## src/rtl/b64c_pkg.sv

```systemverilog
package b64c_pkg;

	localparam logic [7:0] ChUpperA = 8'h41;
	localparam logic [7:0] ChUpperZ = 8'h5A;
	localparam logic [7:0] ChLowerA = 8'h61;
	localparam logic [7:0] ChLowerZ = 8'h7A;
	localparam logic [7:0] ChZero   = 8'h30;
	localparam logic [7:0] ChNine   = 8'h39;
	localparam logic [7:0] ChPlus   = 8'h2B;
	localparam logic [7:0] ChSlash  = 8'h2F;
	localparam logic [7:0] ChPad    = 8'h3D;
	localparam logic [7:0] ChLf     = 8'h0A;
	localparam logic [7:0] ChCr     = 8'h0D;

	localparam logic ModeEncode = 1'b0;
	localparam logic ModeDecode = 1'b1;

	// stream state carried between items
	typedef struct packed {
		logic [15:0] bits;
		logic [3:0]  count;
		logic        stopped;
	} b64c_state_t;

	// results caused by one item
	typedef struct packed {
		logic            any;
		logic [1:0]      last_idx;
		logic [3:0][7:0] chars;
	} b64c_result_t;

	typedef struct packed {
		logic       ok;
		logic [5:0] val;
	} b64c_sextet_t;

	// six-bit value to alphabet character
	function automatic logic [7:0] enc_char(input logic [5:0] v);
		logic [7:0] w;
		w = {2'b00, v};
		if (v < 6'd26) begin
			return ChUpperA + w;
		end else if (v < 6'd52) begin
			return ChLowerA + w - 8'd26;
		end else if (v < 6'd62) begin
			return ChZero + w - 8'd52;
		end else if (v == 6'd62) begin
			return ChPlus;
		end else begin
			return ChSlash;
		end
	endfunction

	// alphabet character to six-bit value
	function automatic b64c_sextet_t char_value(input logic [7:0] c);
		b64c_sextet_t r;
		r.ok = 1'b1;
		r.val = 6'd0;
		if (c >= ChUpperA && c <= ChUpperZ) begin
			r.val = 6'(c - ChUpperA);
		end else if (c >= ChLowerA && c <= ChLowerZ) begin
			r.val = 6'(c - ChLowerA + 8'd26);
		end else if (c >= ChZero && c <= ChNine) begin
			r.val = 6'(c - ChZero + 8'd52);
		end else if (c == ChPlus) begin
			r.val = 6'd62;
		end else if (c == ChSlash) begin
			r.val = 6'd63;
		end else begin
			r.ok = 1'b0;
		end
		return r;
	endfunction

endpackage

```

## src/rtl/b64c_step.sv

```systemverilog
module b64c_step (
	input  logic                  mode,
	input  b64c_pkg::b64c_state_t cur,
	input  logic [7:0]            in_byte,
	input  logic                  in_last,
	output b64c_pkg::b64c_state_t nxt,
	output b64c_pkg::b64c_result_t res
);
	import b64c_pkg::*;

	logic [23:0]  v;
	logic [15:0]  pb;
	logic [3:0]   cnt;
	logic [2:0]   rem;
	b64c_sextet_t sx;

	always_comb begin
		nxt = cur;
		res = '0;
		v = '0;
		pb = '0;
		cnt = '0;
		rem = '0;
		sx = char_value(in_byte);
		if (mode == ModeEncode) begin
			if (cur.count[1:0] >= 2'd2) begin
				// full group of three
				v = {cur.bits, in_byte};
				res.any = 1'b1;
				res.last_idx = 2'd3;
				res.chars[0] = enc_char(v[23:18]);
				res.chars[1] = enc_char(v[17:12]);
				res.chars[2] = enc_char(v[11:6]);
				res.chars[3] = enc_char(v[5:0]);
				nxt.bits = '0;
				nxt.count = '0;
			end else begin
				nxt.bits = {cur.bits[7:0], in_byte};
				nxt.count = {2'b00, cur.count[1:0] + 2'd1};
				if (in_last) begin
					res.any = 1'b1;
					res.last_idx = 2'd3;
					if (cur.count[1:0] == 2'd0) begin
						v = {in_byte, 16'h0000};
						res.chars[2] = ChPad;
					end else begin
						v = {cur.bits[7:0], in_byte, 8'h00};
						res.chars[2] = enc_char(v[11:6]);
					end
					res.chars[0] = enc_char(v[23:18]);
					res.chars[1] = enc_char(v[17:12]);
					res.chars[3] = ChPad;
				end
			end
		end else begin
			if (cur.stopped) begin
				// ignore everything after padding
			end else if (in_byte == ChPad) begin
				nxt.stopped = 1'b1;
			end else if (in_byte == ChLf || in_byte == ChCr || in_byte[7]) begin
				// skipped
			end else if (sx.ok) begin
				cnt = {1'b0, cur.count[2:0]} + 4'd6;
				pb = {cur.bits[9:0], sx.val};
				if (cnt >= 4'd8) begin
					rem = 3'(cnt - 4'd8);
					res.any = 1'b1;
					res.last_idx = 2'd0;
					res.chars[0] = 8'(pb >> rem);
					nxt.count = {1'b0, rem};
					nxt.bits = pb & ((16'd1 << rem) - 16'd1);
				end else begin
					nxt.count = cnt;
					nxt.bits = pb;
				end
			end
		end
		if (in_last) begin
			nxt = '0;
		end
	end

endmodule

```

## src/rtl/base64_codec.sv

```systemverilog
// streaming base64 codec, one byte per input beat
// the first result beat appears in the cycle after the input beat is taken
// throughput: one input beat per cycle while each causes at most one result and the
// output does not stall, else bound by the output at one result beat per cycle
// (four per encoded group); reset: arst_n asynchronous active low, clears mode to
// encode, the stream state and the valid flag of the result register
module base64_codec (
	input  logic       clk,
	input  logic       arst_n,
	input  logic       in_valid,
	output logic       in_stall,
	input  logic [7:0] in_byte,
	input  logic       in_last,
	output logic       out_valid,
	input  logic       out_stall,
	output logic [7:0] out_byte,
	output logic       out_last,
	input  logic       cfg_valid,
	output logic       cfg_ready,
	input  logic       cfg_data
);
	import b64c_pkg::*;

	// mode register and stream state
	logic         mode_q;
	b64c_state_t  state_q;
	b64c_state_t  state_nxt;
	b64c_result_t res;

	// result register: one group of up to four beats
	logic            grp_valid_s1;
	logic [1:0]      grp_last_s1;
	logic [3:0][7:0] grp_chars_s1;
	logic [1:0]      idx_q;

	logic out_take;
	logic last_beat;
	logic in_take;

	b64c_step u_step (
		.mode    (mode_q),
		.cur     (state_q),
		.in_byte (in_byte),
		.in_last (in_last),
		.nxt     (state_nxt),
		.res     (res)
	);

	assign cfg_ready = 1'b1;

	assign out_valid = grp_valid_s1;
	assign out_byte  = grp_chars_s1[idx_q];
	assign out_last  = (idx_q == grp_last_s1);

	assign out_take  = out_valid && !out_stall;
	assign last_beat = out_take && out_last;
	// an item without results always passes, one with results waits until the
	// result register is empty or its last beat leaves
	assign in_stall  = grp_valid_s1 && !last_beat && res.any;
	assign in_take   = in_valid && !in_stall;

	always_ff @(posedge clk or negedge arst_n) begin
		if (!arst_n) begin
			mode_q <= ModeEncode;
			state_q <= '0;
			grp_valid_s1 <= 1'b0;
			idx_q <= '0;
		end else begin
			if (cfg_valid && cfg_ready) begin
				// a mode write restarts the stream
				mode_q <= cfg_data;
				state_q <= '0;
			end else if (in_take) begin
				state_q <= state_nxt;
			end
			if (in_take && res.any) begin
				grp_valid_s1 <= 1'b1;
				idx_q <= '0;
			end else if (last_beat) begin
				grp_valid_s1 <= 1'b0;
				idx_q <= '0;
			end else if (out_take) begin
				idx_q <= idx_q + 2'd1;
			end
		end
	end

	// payload of the result register, no reset needed
	always_ff @(posedge clk) begin
		if (in_take && res.any) begin
			grp_last_s1 <= res.last_idx;
			grp_chars_s1 <= res.chars;
		end
	end

endmodule

```

## config.mk

```make
export PLATFORM = sky130hd
export DESIGN_NAME = base64_codec
export DESIGN_NICKNAME = d
export VERILOG_FILES = /design/src/rtl/b64c_pkg.sv /design/src/rtl/b64c_step.sv /design/src/rtl/base64_codec.sv
export SDC_FILE = /design/constraint.sdc
export NUM_CORES = 1
export LEC_CHECK = 0
export ABC_AREA = 1
export CAP_MARGIN = 5
export CORE_AREA = 2 2 142 144
export CTS_CLUSTER_SIZE = 40
export DETAILED_ROUTE_END_ITERATION = 10
export DIE_AREA = 0 0 144 146
export DONT_BUFFER_PORTS = 1
export PLACE_DENSITY_LB_ADDON = 0.08
export REMOVE_ABC_BUFFERS = 1
export SKIP_CTS_REPAIR_TIMING = 1
export SYNTH_ARGS = -nofsm -noshare
export SYNTH_HDL_FRONTEND = slang
export SYNTH_SLANG_ARGS = --single-unit
```

## constraint.sdc

```tcl
create_clock -name clk -period 3.35 [get_ports clk]
set_clock_uncertainty 0.15 [all_clocks]
set_input_delay 0.67 -clock clk [delete_from_list [all_inputs] [get_ports clk]]
set_output_delay 0.67 -clock clk [all_outputs]
set_load 0.005 [all_outputs]
```

==> Word-level counts from Yosys, hierarchy flattened <==
Index checks and enable logic that the tools add are counted.
{ "classes": {"n_addsub": 45, "magnitude_cmp": 30, "n_bitwise": 1, "eq_ne": 16, "n_mux": 75, "reduce_logical": 21, "shift": 2} }
{ "op_table": {"columns": ["operator", "n"], "rows": [
  ["$mux W8", 29],
  ["$mux W20", 6],
  ["$add A7 B6 Y8 const A", 14],
  ["$mux W24", 4],
  ["$lt A6 B6 Y1 const B", 14],
  ["$mux W21", 4],
  ["$mux W35", 2],
  ["$sub A8 B5 Y8 const B", 7],
  ["$sub A8 B6 Y8 const B", 7],
  ["$add A6 B6 Y7 const A", 7],
  ["$lt A6 B5 Y1 const B", 7],
  ["$eq A6 B6 Y1 const B", 6],
  ["$mux W3", 12],
  ["$mux W6", 5],
  ["$eq A8 B6 Y1 const B", 3],
  ["$and A16 B16 Y16", 1],
  ["$bmux W8 S2", 1],
  ["$eq A8 B4 Y1 const B", 2],
  ["$ge A8 B7 Y1 const B", 2],
  ["$le A8 B7 Y1 const B", 2],
  ["$shl A1 B3 Y16 const A", 1],
  ["$shr A16 B3 Y8", 1],
  ["$sub A16 B1 Y16 const B", 1],
  ["$ne A4 B4 Y1 const B", 3],
  ["other kinds (24)", 49]
]} }
{ "word_totals": {"out_inout_bits": 12, "regBits": 58} }

==> Logic depth before layout (Yosys ltp) <==
Gate-level depths: netlist of run 1.
{ "depth": {"word_depth": 18, "ltp_mapped": 21, "mapped_depth_nobuf": 19} }

==> By module <==
From an unflattened synthesis of run 1, not the netlist that was laid out.
{ "unflattened": {"cells_unflattened": 1071, "hier_area_um2": 6996.7} }
{ "modules_own_cells": {"columns": ["mod", "cells_per_inst", "area_per_inst_um2", "seq_area_each_um2", "n_inst"], "rows": [
  ["b64c_step", 855, 4528.1, 0.0, 1],
  ["base64_codec", 216, 2468.6, 1646.6, 1]
]} }

==> Worst setup path after synthesis of run 1 <==
No wires, ideal clock.
{ "synth_path": {"path_type": "input-to-reg", "startpoint": "in in_byte[1]", "endpoint": "reg grp_chars_s1[0] in the netlist's numbering, enable pin", "t_required_ns": 2.812, "arrival_ns": 2.689, "stages": 14, "path_buffers": 1, "path_slack_ns": 0.123, "path_cell_list": "buf_4 -> inv_1 -> ha_1 -> inv_2 -> nand2_1 -> nand2_1 -> nand2_2 -> nand2_1 -> nand2_2 -> nand3b_4 -> nand3_4 -> nand2_2 -> nand3_1 -> inv_1"} }
{ "synth_via": {"elab_chain_cells": 15} }
{ "synth_lines": {"columns": ["element", "line", "source"], "rows": [
  ["from (decl)", "base64_codec.sv:12", "input logic [7:0] in_byte,"],
  ["branches (longest 8 deep; another with $ge A8 B6 Y1)", null, null],
  ["$mux W3 (*)", "b64c_step.sv:58", "end else if (in_byte == ChPad) begin"],
  ["$mux W3 (*)", "b64c_step.sv:56", "if (cur.stopped) begin"],
  ["$mux W3 (*)", "b64c_step.sv:25", "if (mode == ModeEncode) begin"],
  ["$logic_and A1 B1 Y1", "base64_codec.sv:59", "assign in_stall = grp_valid_s1 && !last_beat && res.any;"],
  ["$logic_not A1 Y1", "base64_codec.sv:60", "assign in_take = in_valid && !in_stall;"],
  ["$logic_and A1 B1 Y1", "base64_codec.sv:60", null],
  ["$logic_and A1 B1 Y1 (*)", "base64_codec.sv:90", "if (in_take && res.any) begin"],
  ["to (signal assigned)", "base64_codec.sv:92", "grp_chars_s1 <= res.chars;"],
  ["to (decl)", "base64_codec.sv:33", "logic [3:0][7:0] grp_chars_s1;"]
]} }
Mark *: on every way between the ends.
A chain may end at the register's enable or synchronous reset.

==> Worst setup path after layout of run 1 <==
{ "layout_path": {"startpoint": "reg state_q[2] in the netlist's numbering", "endpoint": "out in_stall"} }
{ "layout_via": {"elab_chain_cells": 9} }
{ "layout_lines": {"columns": ["element", "line", "source"], "rows": [
  ["from (decl)", "base64_codec.sv:26", "b64c_state_t state_q;"],
  ["from (signal assigned)", "base64_codec.sv:74", "state_q <= state_nxt;"],
  ["$add A3 B3 Y4", "b64c_step.sv:63", "cnt = {1'b0, cur.count[2:0]} + 4'd6;"],
  ["$ge A4 B4 Y1", "b64c_step.sv:65", "if (cnt >= 4'd8) begin"],
  ["$mux W3", "b64c_step.sv:65", null],
  ["$mux W3", "b64c_step.sv:62", "end else if (sx.ok) begin"],
  ["$mux W3", "b64c_step.sv:60", "end else if (in_byte == ChLf || in_byte == ChCr || in_byte[7]) begin"],
  ["$mux W3", "b64c_step.sv:58", null],
  ["$mux W3", "b64c_step.sv:56", null],
  ["$mux W3 (*)", "b64c_step.sv:25", null],
  ["$logic_and A1 B1 Y1 (*)", "base64_codec.sv:59", null],
  ["to (decl)", "base64_codec.sv:11", "output logic in_stall,"]
]} }
Every way passes the cells marked *; elsewhere a longest branch is shown, timed or not.

==> results.toml, run 1 <==
[outcome]
status = "finished, final reports clean"

[critical_path]
critPathTopFamily = "buffers and inverters"
slowest_delay_ns = 0.38
cpMostUsedCell = "inv_1"
critPathBufInv = 5
cp_max_fo = 20
endpoint_kind = "output port"
timing_worst_setup_path_type = "reg -> out"
crit_chain = "buf_4, inv_1, buf_4, ha_1, inv_1, nand3_4, nand2_2, nand2_2, inv_1"
cp_slowest_cell = "dfrtp_1"
worstSetupStartpointType = "flop"
crit_arrival_ns = 2.29
worstPathRequired_ns = 2.53

[clocking]
cts_tree = "yes"
cts_buffer_depth = 2
htree_levels = 3
cts_buffers = 9
cts.sink_count = 57
root_buffer = "clkbuf_16"
clk_pin_slew_ns = 0.06
clk_latency_ns = 0.34

[yosys]
synth.yosys.seq_area_share = 0.218
yosysUniqueCellTypes = 57
yosys_warnings = 0
synth_area_leaders = "edfxtp_1, nand2_1, ha_1, dfrtp_1, nand3_1"
synthCells = 1095
synth-edff-count = 33
synth-async-reset-ratio = 0.421
yosys.area.top_type = "edfxtp_1"
synth_seq_cells = 57
synth_area_per_cell_um2 = 6.66
synth_top_area_share = 0.136
synth_ff_type = "edfxtp_1"
netlist_area_um2 = 7290

[sta]
period_minus_slack_ns = 3.11
slew_headroom = 0.587
rsz0062_at_grt = "no"
tns_ns = 0
max_freq_mhz = 321
holdWs_ns = 0.00376
tightest_slew_ns = 0.620
final-hold-violation-count = 0
report.final.slew_viol_count = 0
setup_viol = 0
fin_crit_sh = 0.929
setup_slack_ns = 0.239

[flow_run]
max-cap-violations = 0

[detailed_routing]
num_vias = 7594
drt-initial-drc-count = 657
firstDrtPassIters = 5
wl_per_cell_um = 19.2
wl_um = 26600
vias_per_cell = 5.49
drc = 0
drtAntennaViolNets = 0

[power]
pwr_density_cell_nw_per_um2 = 408
ir_drop_mv = 0.202
leakage_nw = 3.63
p_total_w = 0.00329

[global_route]
grt_pass1_wl_um = 41000
antenna_found_initial = 3
gr-usage-met3 = 0.0602
grt_max_degree = 37
grt.busiest_layer = "met2"
grt_pass1_vias = 7134
grt_use_met1 = 0.362
grt-ovfl-total = 0
gr-usage-met2 = 0.386
grt_use_total = 0.255

[floorplanning]
io_pins = 27
start_util = 0.377
die_h_um = 146
dieWidth_um = 144
dieArea_um2 = 21000
core_um2 = 19300
rows = 51

[placement]
gp_congestion = 0.940
dpl_worst_slack_ns = 0.311
io_buffers = 0
place_inst = 1366
dpl.hpwl_um = 20700

[layout]
drive_gt1_frac = 0.121
syn2layout_area_growth_pct = 10.7
final_cells = 1384
nFillCells = 2106
nets = 1198

[worst_hold_path]
hp-class = "in -> async"
-- cells in the final DEF (no fill, tap or decap), drive strengths merged, types with 2 or more instances in the layout --
cell,n
clkbuf,9
o211ai,16
nor4,3
o21ai,126
nand3b,3
edfxtp,33
o21a,2
clkinv,7
bufinv,2
o31ai,5
or2,3
nand3,99
nor2,90
a21oi,81
a22oi,2
nand2,280
xor2,14
nand4,14
nor3,9
ha,70
o22ai,23
inv,128
a31oi,5
dfrtp,24
buf,44
o2111ai,4
xnor2,6
o221ai,4
-- layout make-up --
| cell class | instances | area [um^2] | share of cell area |
|---|---|---|---|
| antenna | 1 | 2.50 | 0.000310 |
| clock buffer | 9 | 225 | 0.0279 |
| clock inverter | 7 | 103 | 0.0127 |
| inverter | 131 | 499 | 0.0618 |
| multi-input combinational | 870 | 4970 | 0.615 |
| sequential | 57 | 1590 | 0.197 |
| tap | 265 | 332 | 0.0411 |
| timing repair buffer | 44 | 355 | 0.0440 |
-- registers in the layout (all words and copies together), names as in the netlist --
register      cells
idx_q             2
out_valid         1
state_q          20
grp_last_s1       1
grp_chars_s1     32
mode_q            1
-- layer usage --
layer,share of wire,vias to the layer above
li1,-,3743
met1,0.46,3548
met2,0.44,265
met3,0.083,34
met4,0.019,4
met5,0.00064,-
-- cell usage after synthesis (5+ instances only) --
library cell and count:
a21oi_1 81, buf_6 6, o31ai_1 5, edfxtp_1 33
o21ai_0 96, dfrtp_1 24, nand3_1 97, o211ai_1 16
clkbuf_1 15, o21ai_1 6, nor3_1 9, ha_1 70
o21ai_2 24, xor2_1 14, nor2_1 84, nand4_1 14
nand2_2 21, o22ai_1 23, inv_2 9, buf_4 8
nand2_1 252, inv_1 116, xnor2_1 6, nand2_4 5
-- logic make-up (layout without fill, tap and decap cells) --
kind of cell               after synthesis  count (layout)  synth area share
AOI/OAI and AO/OA                      274             274             0.223
xor gates and xnor gates                20              20            0.0240
adders and majority gates               70              70             0.120
buffers and inverters                  168             191             0.101
DFF                                     57              57             0.218
muxes                                    1               1           0.00137
other                                    1               2          0.000514
and+or+nand+nor                        504             504             0.312
-- final timing paths --
path | startpoint | to | slack, ns | cells after the start
worst max-delay path | state_q[2] | in_stall | 0.24 | 9
worst min-delay path | arst_n | state_q[15] | 0.004 | 1
worst max register to register | state_q[2] | grp_chars_s1[13] | 0.34 | 13
worst min register to register | state_q[0] | state_q[0] | 0.37 | 2
max in group asynchronous | arst_n | state_q[2] | 2.87 | 1
min in group clk | cfg_valid | mode_q | 0.32 | 1
-- per-stage QoR --
stage,utilization,instance area (um^2)
6_report,0.418,8070
3_3_place_gp,0.399,7720
5_1_grt,0.417,8070
2_1_floorplan,-,7060
4_1_cts,0.416,8050
3_5_place_dp,0.399,7720
-- worst reg2reg max path, cell delays in order (launching register included) --
cell	delay, ns
dfrtp_1	0.40
nor2_4	0.34
buf_4	0.23
nor2_1	0.13
ha_1	0.29
inv_1	0.09
nand2_1	0.06
nand2_1	0.07
nand2_2	0.13
nand2_1	0.14
nand2_1	0.09
o211ai_1	0.20
nand3_1	0.11
a21oi_1	0.35
-- where the power goes --
group | internal [W] | switching [W]
Clock | 0.000657 | 0.000355
Combinational | 0.000436 | 0.000932
Sequential | 0.000830 | 0.0000804
(Power assumes the default switching activity.)
==> inputs of run 2 (changes only) <==
- ABC_AREA: 1 -> 0
- clock period: 3.35 -> 3.9 ns (I/O delays scaled with it)
==> run 2 against run 1 <==
Sequential power down 14%. First-iteration DRC count up 17%. Sequential cell count unchanged. Die area unchanged. Synthesized cell count down 17%. Global-route usage up 0.66 points. Worst setup slack worse by 0.18 ns. Largest power group unchanged. Highest routed layer is now met4.
==> results.toml, run 2 <==
[outcome]
status = "finished, final reports clean"

[sta]
report.final.slew_viol_count = 0
tightest_slew_ns = 1.18
period_minus_slack_ns = 3.84
max_freq_mhz = 260
slew_headroom = 0.205
setup_viol = 0
fin_crit_sh = 0.985
final-hold-violation-count = 0
rsz0062_at_grt = "no"
tns_ns = 0
setup_slack_ns = 0.0588

[critical_path]
crit_chain = "inv_1, ha_1, and2_1, a31o_2, a311oi_1, buf_4, o311a_1, o21ai_1, inv_2"
critPathTopFamily = "compound AO/OA/AOI/OAI gates"
crit_arrival_ns = 2.91
worstSetupStartpointType = "primary input"
cp_slowest_cell = "a311oi_1"
critPathBufInv = 3
cp_max_fo = 19
slowest_delay_ns = 0.49
worstPathRequired_ns = 2.97
timing_worst_setup_path_type = "in -> out"
endpoint_kind = "output port"

[yosys]
synth_seq_cells = 57
synthCells = 908
synth_area_per_cell_um2 = 8.00
synth-edff-count = 33
synth_top_area_share = 0.137
synth-async-reset-ratio = 0.421
netlist_area_um2 = 7260
synthTopCellsByCount = "nand2_1, ha_1, a21oi_1, o21ai_0, nor2_1"
synth_area_leaders = "edfxtp_1, ha_1, dfrtp_1, nand2_1, a21oi_1"
synth.yosys.seq_area_share = 0.219
yosys.area.top_type = "edfxtp_1"
yosysUniqueCellTypes = 87
synthMostInstantiatedCell = "nand2_1"
yosys_warnings = 0
synth_ff_type = "edfxtp_1"

[detailed_routing]
drtAntennaViolNets = 0
vias_per_cell = 6.20
firstDrtPassIters = 6
num_vias = 7388
drt-initial-drc-count = 771
wl_um = 27700
wl_per_cell_um = 23.2
drc = 0

[layout]
biggestRegsByFlops = "grp_chars_s1: 32 flops, state_q: 20 flops, idx_q: 2 flops"
utilization = 0.422
multi_input_area_um2 = 5220
syn2layout_area_growth_pct = 12.3
regMostFlops = "grp_chars_s1"
drive_gt1_frac = 0.130
nFillCells = 1996
nets = 1006
most-common-layout-cells = "nand2_1, ha_1, a21oi_1"
final_cells = 1192
largest_reg_flops = 32
regArea_um2 = 1590
mostFrequentLayoutCell = "nand2_1"

[global_route]
grt_max_degree = 34
grt_pass1_vias = 6960
antenna_found_initial = 1
grt_pass1_wl_um = 42000
grt_use_total = 0.262
grt-ovfl-total = 0

[placement]
dpl.hpwl_um = 21300
dpl_worst_slack_ns = 0.165
place_inst = 1174
io_buffers = 0
gp_congestion = 0.981

[floorplanning]
die_h_um = 146
start_util = 0.375
dieWidth_um = 144
rows = 51
dieArea_um2 = 21000
core_um2 = 19300
io_pins = 27

[clocking]
htree_levels = 3
cts_buffer_depth = 2
cts.sink_count = 57
cts_tree = "yes"
root_buffer = "clkbuf_16"
cts_buffers = 9
clk_latency_ns = 0.33
clk_pin_slew_ns = 0.05

[power]
internal_power_w = 0.00165
p_sw_w = 0.000952
leakage_nw = 3.25
switching_share = 0.365
ir_drop_mv = 0.191
pwr_density_cell_nw_per_um2 = 320
power_frac_seq = 0.300
pwr-share-clk = 0.332
combPwrFrac = 0.368
p_total_w = 0.00261

[worst_hold_path]
hp-class = "in -> async"

[flow_run]
max-cap-violations = 0
-- run 2: kinds of logic after synthesis --
family / count (synthesis) / share of synthesized area
buf+inv: 112 / 0.0639
xor+xnor: 33 / 0.0398
fa+ha+maj: 70 / 0.121
other cells: 1 / 0.000517
mux: 39 / 0.0708
compound gates: 311 / 0.295
flops: 57 / 0.219
simple gates: 285 / 0.190
-- run 2: power groups by stage --
stage | combinational, W | sequential [W] | clock, W
global route | 0.00105 | 0.000790 | 0.000895
CTS | 0.000940 | 0.000782 | 0.000873
global placement | 0.000931 | 0.000791 | 0
finish | 0.000960 | 0.000781 | 0.000864
detailed placement | 0.000935 | 0.000794 | 0
floorplan | 0.000601 | 0.000789 | 0
-- run 2: path summary, 6_finish.rpt --
| check | startpoint | end | slack [ns] | depth (start not counted) |
|---|---|---|---|---|
| worst min-delay path | arst_n | idx_q[0] | 0.11 | 1 |
| min in group clk | cfg_valid | state_q[0] | 0.36 | 1 |
| worst max-delay path | in_byte[7] | in_stall | 0.06 | 9 |
| max in group asynchronous | arst_n | state_q[2] | 3.31 | 1 |
| worst min register to register | state_q[3] | state_q[3] | 0.46 | 2 |
| worst max register to register | state_q[1] | grp_chars_s1[3] | 0.15 | 12 |
-- run 2: cell type report --
class,instances,area share
clock inverter,7,0.0126
clock buffer,9,0.0276
inverter,53,0.0247
antenna,1,0.000307
tap,265,0.0407
timing repair buffer,61,0.0592
multi-input combinational,739,0.640
sequential,57,0.195
-- run 2: metal layers --
metal	wire, um	global-route usage	up-vias
li1	-	-	3415
met2	12100	0.387	349
met4	694	0.0667	0
met5	0	0	-
met3	2210	0.0576	38
met1	12700	0.384	3586
-- run 2: per-stage QoR --
| stage | hold WS, ns | cell area, um^2 |
|---|---|---|
| floorplan | 0.334 | 7000 |
| global placement | 0.335 | 7800 |
| detailed placement | 0.335 | 7800 |
| CTS | -0.0145 | 8130 |
| global route | 0.118 | 8150 |
| finish | 0.113 | 8150 |
==> inputs of run 3 (changes only) <==
- CELL_PAD_IN_SITES_DETAIL_PLACEMENT: unset -> 0
- CELL_PAD_IN_SITES_GLOBAL_PLACEMENT: unset -> 2
- SKIP_CTS_REPAIR_TIMING: 1 -> unset
==> run 3 against run 2 <==
Die area did not move. Global-route usage rose by 0.69 points. Sequential share of layout area rose by 0.12 points. Critical path type unchanged. Largest cell class unchanged.
==> results.toml, run 3 (same netlist as run 2, synthesis figures left out) <==
[outcome]
status = "finished, final reports clean"

[flow_run]
max-cap-violations = 0

[layout]
syn2layout_area_growth_pct = 11.6
nets = 1003
regMostFlops = "grp_chars_s1"
nFillCells = 1987
multi_input_area_um2 = 5220
drive_gt1_frac = 0.126
biggestRegsByFlops = "grp_chars_s1: 32 flops, state_q: 20 flops, idx_q: 2 flops"
largest_reg_flops = 32
final_area_um2 = 8100
most-common-layout-cells = "nand2_1, ha_1, a21oi_1"
mostFrequentLayoutCell = "nand2_1"
regArea_um2 = 1590
utilization = 0.419
diodes = 0

[detailed_routing]
firstDrtPassIters = 5
wl_um = 28200
wl_per_cell_um = 23.7
drc = 0
vias_per_cell = 6.18
drt-initial-drc-count = 573
num_vias = 7336
drtAntennaViolNets = 0

[critical_path]
rr_endpoint = "grp_chars_s1[2]"
timing_worst_setup_path_type = "in -> out"
worstSetupStartpointType = "primary input"
crit_arrival_ns = 2.77
worstPathRequired_ns = 2.97
endpoint_kind = "output port"
cp_max_fo = 19
r2r-start = "state_q[2]"
r2r_slack_ns = 0.37
r2r_cells = 11

[clocking]
post_cts_buffers = 0
cts.sink_count = 57
cts_buffer_depth = 2
clk_latency_ns = 0.32
clk_pin_slew_ns = 0.05
htree_levels = 3
root_buffer = "clkbuf_16"
cts_tree = "yes"
cts_buffers = 9

[floorplanning]
io_pins = 27
dieWidth_um = 144
die_h_um = 146
dieArea_um2 = 21000
core_um2 = 19300
rows = 51
start_util = 0.375

[sta]
period_minus_slack_ns = 3.70
report.final.slew_viol_count = 0
final-hold-violation-count = 0
max_freq_mhz = 270
fin_crit_sh = 0.949
setup_viol = 0
tns_ns = 0
holdWs_ns = 0.113
rsz0062_at_grt = "no"
tightest_slew_ns = 0.913
slew_headroom = 0.389

[placement]
place_area_um2 = 7780
dpl.hpwl_um = 22100
io_buffers = 0
gp_congestion = 0.871

[worst_hold_path]
hp-class = "in -> async"

[power]
pwr_density_cell_nw_per_um2 = 313
leakage_nw = 3.22
ir_drop_mv = 0.292

[global_route]
antenna_found_initial = 0
grt_pass1_wl_um = 42800
grt_max_degree = 33
grt_pass1_vias = 7068
grt-ovfl-total = 0
grt_use_total = 0.269
==> run 3: through the flow <==
stage / instances / worst slack, ns / total power (W)
global route: 1188 / 0.0350 / 0.00267
CTS: 1188 / 0.170 / 0.00254
global placement: 1171 / 0.159 / 0.00173
floorplan: 849 / -0.759 / 0.00139
finish: 1188 / 0.198 / 0.00254
detailed placement: 1171 / 0.121 / 0.00174
==> run 3: critical path, cell delays in order <==
cell and delay, ns:
inv_1 0.25, ha_1 0.22, nor2b_1 0.21, o21ai_1 0.20, a21bo_2 0.31, o311a_1 0.40, o21ai_1 0.25, inv_2 0.14
==> run 3: area by class of cell <==
class                      instances  area share
multi-input combinational        739       0.644
sequential                        57       0.196
timing repair buffer              58      0.0568
tap                              265      0.0409
clock buffer                      10      0.0283
inverter                          53      0.0249
clock inverter                     6     0.00834
==> run 3: how the worst max path moves through the flow <==
stage               startpoint         endpoint  depth (start not counted)
finish              in_byte[2]         in_stall                          8
global route        in_byte[2]         in_stall                          8
CTS                 in_byte[2]         in_stall                          8
detailed placement  in_byte[2]  grp_chars_s1[0]                         10
global placement    in_byte[2]  grp_chars_s1[0]                         10
floorplan           state_q[2]  grp_chars_s1[0]                          5
==> run 3: timing repair <==
action,in CTS,in global routing
endpoints found under the hold margin,24,0
gates resized for setup,0,1
setup endpoints to repair,0,1
hold buffers,1,0
==> run 3: power breakdown <==
group	switching (W)	internal (W)
clock network	0.000296	0.000497
registers	0.0000777	0.000707
logic	0.000583	0.000376
==> run 3: per-layer routing <==
metal / GRT usage / wire length [um]
met2: 0.413 / 12600
met4: 0.0574 / 550
met5: 0 / 0
met1: 0.388 / 12900
met3: 0.0559 / 2070
